===== src/design/sesb_pkg.sv =====
// Shared types, constants and arithmetic helpers for the solid element stiffness block.
// Used by the front end, the command queue and the compute engine.
package sesb_pkg;

    // Input item kinds carried in tuser
    localparam logic [1:0] FUNC_LOAD_C    = 2'd0;
    localparam logic [1:0] FUNC_LOAD_NODE = 2'd1;
    localparam logic [1:0] FUNC_PAIR      = 2'd2;

    // Configuration register indexes
    localparam logic CFG_SCALE = 1'b0;
    localparam logic CFG_NODES = 1'b1;

    localparam int C_ENTRIES = 36;
    localparam int CVAL_ENTRIES = 18;

    typedef logic signed [47:0] acc_t;

    localparam acc_t ACC_MAX = 48'sh7FFF_FFFF_FFFF;
    localparam acc_t ACC_MIN = 48'sh8000_0000_0000;

    // Classified command as it travels through the queue
    typedef enum logic [1:0] {
        CMD_LOAD_C    = 2'd0,
        CMD_LOAD_NODE = 2'd1,
        CMD_PAIR      = 2'd2,
        CMD_BAD       = 2'd3
    } cmd_kind_t;

    typedef struct packed {
        cmd_kind_t   kind;
        logic [5:0]  slot;
        logic [4:0]  row;
        logic [31:0] value_a;
        logic [31:0] value_b;
        logic [31:0] value_c;
        logic [6:0]  dof_x;
        logic [6:0]  dof_y;
        logic [6:0]  dof_z;
    } cmd_t;

    typedef struct packed {
        logic valid;
        cmd_t cmd;
    } q_item_t;

    // Strain component of a (row axis, column axis) pair: order 11,22,33,12,23,13
    function automatic logic [2:0] strain_of(input logic [1:0] r, input logic [1:0] c);
        logic [2:0] s;
        case ({r, c})
            4'h0:    s = 3'd0;
            4'h1:    s = 3'd3;
            4'h2:    s = 3'd5;
            4'h4:    s = 3'd3;
            4'h5:    s = 3'd1;
            4'h6:    s = 3'd4;
            4'h8:    s = 3'd5;
            4'h9:    s = 3'd4;
            4'hA:    s = 3'd2;
            default: s = 3'd0;
        endcase
        return s;
    endfunction

    // Result order xx,yy,zz,xy,yx,xz,zx,yz,zy: row axis
    function automatic logic [1:0] pair_row(input logic [3:0] n);
        logic [1:0] r;
        case (n)
            4'd0, 4'd3, 4'd5: r = 2'd0;
            4'd1, 4'd4, 4'd7: r = 2'd1;
            default:          r = 2'd2;
        endcase
        return r;
    endfunction

    // Result order: column axis
    function automatic logic [1:0] pair_col(input logic [3:0] n);
        logic [1:0] c;
        case (n)
            4'd0, 4'd4, 4'd6: c = 2'd0;
            4'd1, 4'd3, 4'd8: c = 2'd1;
            default:          c = 2'd2;
        endcase
        return c;
    endfunction

    // Clamp a wide signed value to 48-bit signed
    function automatic acc_t sat48(input logic signed [79:0] x);
        acc_t r;
        if (x > 80'(ACC_MAX)) begin
            r = ACC_MAX;
        end else if (x < 80'(ACC_MIN)) begin
            r = ACC_MIN;
        end else begin
            r = x[47:0];
        end
        return r;
    endfunction

    // Saturating 48-bit add
    function automatic acc_t add48(input acc_t a, input acc_t b);
        logic signed [48:0] s;
        acc_t r;
        s = 49'(a) + 49'(b);
        if (s[48] != s[47]) begin
            r = s[48] ? ACC_MIN : ACC_MAX;
        end else begin
            r = s[47:0];
        end
        return r;
    endfunction

endpackage


===== src/design/sesb_front.sv =====
// Front end: input handshake, configuration registers and item classification.
// Depends on sesb_pkg.
module sesb_front import sesb_pkg::*; #(
    parameter int MAX_NODES = 32
) (
    input  logic          aclk,
    input  logic          aresetn,
    input  logic          s_tvalid,
    output logic          s_tready,
    // slot, row_node, value_a, value_b, value_c, dof_x, dof_y, dof_z
    input  logic [127:0]  s_tdata,
    // func
    input  logic [1:0]    s_tuser,
    input  logic          cfg_wr_en,
    input  logic          cfg_index,
    input  logic [31:0]   cfg_wdata,
    input  logic          q_full,
    output q_item_t       push,
    output logic [31:0]   scale_factor
);

    logic [31:0] scale_reg;
    logic [5:0]  nodes_reg;
    logic [6:0]  lim;
    logic [6:0]  max_nodes;
    logic [6:0]  slot7;
    logic [6:0]  row7;
    logic        accept;
    cmd_t        cmd;
    logic        keep;

    // Configuration writes
    always_ff @(posedge aclk) begin
        if (!aresetn) begin
            scale_reg <= 32'd65536;
            nodes_reg <= 6'd4;
        end else if (cfg_wr_en) begin
            if (cfg_index == CFG_SCALE) begin
                scale_reg <= cfg_wdata;
            end else begin
                nodes_reg <= cfg_wdata[5:0];
            end
        end
    end

    assign scale_factor = scale_reg;

    // Field unpacking
    always_comb begin
        cmd.kind    = CMD_BAD;
        cmd.slot    = s_tdata[5:0];
        cmd.row     = s_tdata[10:6];
        cmd.value_a = s_tdata[42:11];
        cmd.value_b = s_tdata[74:43];
        cmd.value_c = s_tdata[106:75];
        cmd.dof_x   = s_tdata[113:107];
        cmd.dof_y   = s_tdata[120:114];
        cmd.dof_z   = s_tdata[127:121];
        keep        = 1'b0;

        max_nodes = 7'(MAX_NODES);
        lim       = ({1'b0, nodes_reg} < max_nodes) ? {1'b0, nodes_reg} : max_nodes;
        slot7     = {1'b0, s_tdata[5:0]};
        row7      = {2'b00, s_tdata[10:6]};

        // Classify: out-of-range loads and unknown kinds are dropped
        case (s_tuser)
            FUNC_LOAD_C: begin
                cmd.kind = CMD_LOAD_C;
                keep     = (slot7 < 7'(C_ENTRIES));
            end
            FUNC_LOAD_NODE: begin
                cmd.kind = CMD_LOAD_NODE;
                keep     = (slot7 < max_nodes);
            end
            FUNC_PAIR: begin
                keep     = 1'b1;
                cmd.kind = (slot7 < lim && row7 < lim && row7 >= slot7) ? CMD_PAIR : CMD_BAD;
            end
            default: begin
                keep = 1'b0;
            end
        endcase
    end

    assign s_tready   = !q_full;
    assign accept     = s_tvalid && !q_full;
    assign push.valid = accept && keep;
    assign push.cmd   = cmd;

endmodule


===== config.mk =====
export PLATFORM = sky130hd
export DESIGN_NAME = sesb_front
export DESIGN_NICKNAME = d
export VERILOG_FILES = /design/src/design/sesb_pkg.sv /design/src/design/sesb_front.sv
export SDC_FILE = /design/constraint.sdc
export NUM_CORES = 1
export LEC_CHECK = 0
export ABC_AREA = 0
export CAP_MARGIN = 20
export CORE_AREA = 2 2 128 130
export CTS_BUF_LIST = sky130_fd_sc_hd__clkbuf_16
export DETAILED_ROUTE_END_ITERATION = 8
export DIE_AREA = 0 0 130 132
export DONT_BUFFER_PORTS = 1
export PLACE_DENSITY_LB_ADDON = 0.1
export SLEW_MARGIN = 20
export SYNTH_ARGS = -nofsm -noshare
export SYNTH_HDL_FRONTEND = slang
export SYNTH_SLANG_ARGS = --single-unit

===== constraint.sdc =====
create_clock -name aclk -period 1.9 [get_ports aclk]
set_input_delay 0.38 -clock aclk [delete_from_list [all_inputs] [get_ports aclk]]
set_output_delay 0.38 -clock aclk [all_outputs]
set_load 0.01 [all_outputs]

==> impl_metrics.json <==
{
  "worst_hold_slack_ns": 0.174,
  "violations": "negative setup slack",
  "yosysSeqAreaShare_pct": 27.7,
  "clock_latency_ns": 0.28,
  "synth_warnings": 0,
  "die_width_um": 130,
  "pwr-share-comb_pct": 9.3,
  "syn_area_per_cell_um2": 7.90,
  "seqPwrFrac_pct": 43.6,
  "max_freq_mhz": 455,
  "clock-skew-final_ns": 0,
  "rsz0062_at_grt": "yes",
  "cts_buffers": 5,
  "ctsHoldBuffers": 0,
  "syn_to_final_growth_pct": -14.4,
  "relSlewSlack_pct": 74.3,
  "viasPerCell": 3.61,
  "critical_path_class": "register to primary output",
  "switchingPower_uw": 480,
  "timing.final.ws_setup_ns": -0.297,
  "crit_required_ns": 1.52,
  "r2r-end": "nodes_reg[5]$_SDFFE_PN0P_",
  "stdcell_count": 436,
  "dp_cells": 427,
  "worst_pin_slew_ns": 0.386,
  "final_common_cell": "nand2_1",
  "ys_types": 29,
  "pwr-share-clk_pct": 47.1,
  "grt_overflow_total": 0,
  "synth_fa_ha_area_share_pct": 6.39,
  "cts.htree.levels": 2,
  "worst-r2r-cell-count": 3,
  "synth_top_family_by_area": "buffers and inverters",
  "wl_mm": 7.66,
  "yosys.area_share.simple_pct": 14.8,
  "drv_cap": 0,
  "p_int_uw": 1540,
  "worst_path_dominant_cell_family": "compound AO/OA/AOI/OAI gates",
  "multiInputGateArea_mm2": 0.00107,
  "cp_num_buf_inv": 1,
  "n_antenna_cell": 0,
  "fillCellCount": 1794,
  "crit_path_max_fanout": 6,
  "crit_path_cell_trace": "inv_6 > nand2_4 > ha_4 > a21o_1 > a21oi_2 > o2bb2ai_1 > o32a_1",
  "first_pass_iters": 4,
  "crit_path_end_kind": "primary output",
  "dp_hpwl_mm": 5.86,
  "whs_endpoint": "scale_factor[16]$_SDFFE_PN1P_",
  "start_kind": "register",
  "worst_path_max_delay_cell": "o32a_1",
  "finalHoldViolations": 0,
  "vias": 1576,
  "synth_compound_area_share_pct": 12.9,
  "seq_area_um2": 762,
  "root_buffer": "clkbuf_16",
  "first_iter_violations": 52,
  "synth_top_flop_cell": "dfxtp_1",
  "async_reset_ff_share_pct": 0,
  "reg2reg_from": "nodes_reg[5]$_SDFFE_PN0P_",
  "arrival_ns": 1.82,
  "clk_pin_slew_ns": 0.06,
  "remaining_drc_errors": 0,
  "timing.reg2reg.setup_slack_ns": 1.12,
  "numPortBuffers": 0,
  "drive_gt1_share_pct": 13.6,
  "period_needed_ns": 2.20,
  "grt_max_degree": 39,
  "io-pin-count": 332,
  "clkSinkCount": 38,
  "start_util_pct": 17.4,
  "synth_edf_count": 0,
  "layout_common_cells": "72 x nand2_1, 37 x dfxtp_1, 34 x a21boi_0",
  "die_area_mm2": 0.0172,
  "muxShareOfSynthArea_pct": 0,
  "vdd_ir_drop_max_mv": 0.329,
  "fp-row-count": 46,
  "core-area_mm2": 0.0157,
  "synth_xor_area_share_pct": 0,
  "slew_viol_final": 0,
  "status": "finished, violations left",
  "fin_crit_sh_pct": 116,
  "track_usage_pct": 8.76,
  "grt_pass1_vias": 1742,
  "synth-seq-cells": 38,
  "syn_area_mm2": 0.00274,
  "min_delay_path_depth": 1,
  "slowest_delay_ns": 0.38,
  "cts_max_path_buffers": 2,
  "wl_per_cell_um": 17.6,
  "ant_nets": 0,
  "gp_congestion": 0.638,
  "finalSetupTns_ns": -0.297,
  "powerDensity_mw_per_mm2": 860,
  "power_switching_share_pct": 23.8,
  "hold_class": "input port to register",
  "largest_reg_flops": 32,
  "cts_tree": "built",
  "hp-start": "aresetn",
  "setup_violations": 1,
  "grt_pass1_wl_mm": 11.1,
  "num-nets-final": 401,
  "synth_nets": 529,
  "grt_antenna_before_repair": 0,
  "leakagePower_uw": 0.000811,
  "dieHeight_um": 132,
  "syn-instance-count": 347
}
## cells in the mapped netlist, types with 2 or more instances
library cell  instances  area [µm²]
a21oi_1               4        20.0
buf_4               128         961
nor2_1                2        7.51
nand4_1               2        12.5
nand2_1              76         285
dfxtp_1              38         761
ha_1                 14         175
o21ai_0               2        10.0
clkbuf_1              9        33.8
nand3_1               9        45.0
inv_1                 7        26.3
buf_2                 5        25.0
a21boi_0             34         255
a21boi_1              2        15.0
## worst reg2reg max path: cells and delay by family (launching register included)
family	cells	cell delay, ns
simple gates	1	0.04
buf+inv	1	0.14
flops	1	0.36
compound gates	1	0.15
## per-layer routing
metal  vias to the layer above  wire (µm)  global-route usage, %
li1                        728          -                      -
met4                         0        269                   3.94
met1                       672       2670                   8.69
met3                        35       1110                   5.48
met5                         -          0                      0
met2                       141       3610                   14.4
## logic make-up (layout without fill, tap and decap cells)
logic type               count (synthesis)  after routing
flip-flops                              38             38
AO/OA/AOI/OAI                           49             49
buffers and inverters                  149             22
adder cells (fa/ha/maj)                 14             14
AND/OR/NAND/NOR                         97             97
## power by group through the flow
| stage | registers [µW] | clock network (µW) | logic [µW] |
|---|---|---|---|
| global placement | 897 | 0 | 164 |
| detailed placement | 896 | 0 | 164 |
| floorplan | 885 | 0 | 414 |
| CTS | 881 | 1010 | 189 |
| global route | 884 | 1040 | 223 |
| finish | 880 | 952 | 187 |
## how the worst max path moves through the flow
stage / startpoint / end / slack [ns] / cells after the start
6_report: nodes_reg[5]$_SDFFE_PN0P_ / push[128] / -0.30 / 7
5_1_grt: nodes_reg[5]$_SDFFE_PN0P_ / push[128] / -0.37 / 7
4_1_cts: nodes_reg[5]$_SDFFE_PN0P_ / push[128] / -0.30 / 7
3_5_place_dp: nodes_reg[5]$_SDFFE_PN0P_ / push[128] / -0.11 / 7
3_3_place_gp: nodes_reg[5]$_SDFFE_PN0P_ / push[128] / -0.09 / 7
2_1_floorplan: nodes_reg[5]$_SDFFE_PN0P_ / push[128] / 0.03 / 7
## per-stage QoR
stage          power (µW)  util (%)  worst slack, ns  area (µm²)
2_1_floorplan        1300         -           0.0281        2740
3_3_place_gp         1060      13.0          -0.0902        2040
3_5_place_dp         1060      13.0           -0.109        2040
4_1_cts              2080      14.9           -0.296        2350
5_1_grt              2140      14.9           -0.365        2350
6_report             2020      14.9           -0.297        2350
## layout make-up
cell class | instances | share of cell area (%)
Sequential cell | 38 | 32.5
Clock buffer | 5 | 5.33
Clock inverter | 3 | 1.60
Timing Repair Buffer | 7 | 2.24
Inverter | 7 | 1.33
Multi-Input combinational cell | 160 | 45.5
Tap cell | 216 | 11.5
## repair_timing
action                                 4_1_cts  5_1_grt
pin swaps                                   10        1
gates resized for setup                     21        0
setup buffers                                1        0
setup endpoints to repair                    1        1
endpoints found under the hold margin        0        0
(Power assumes the default switching activity.)
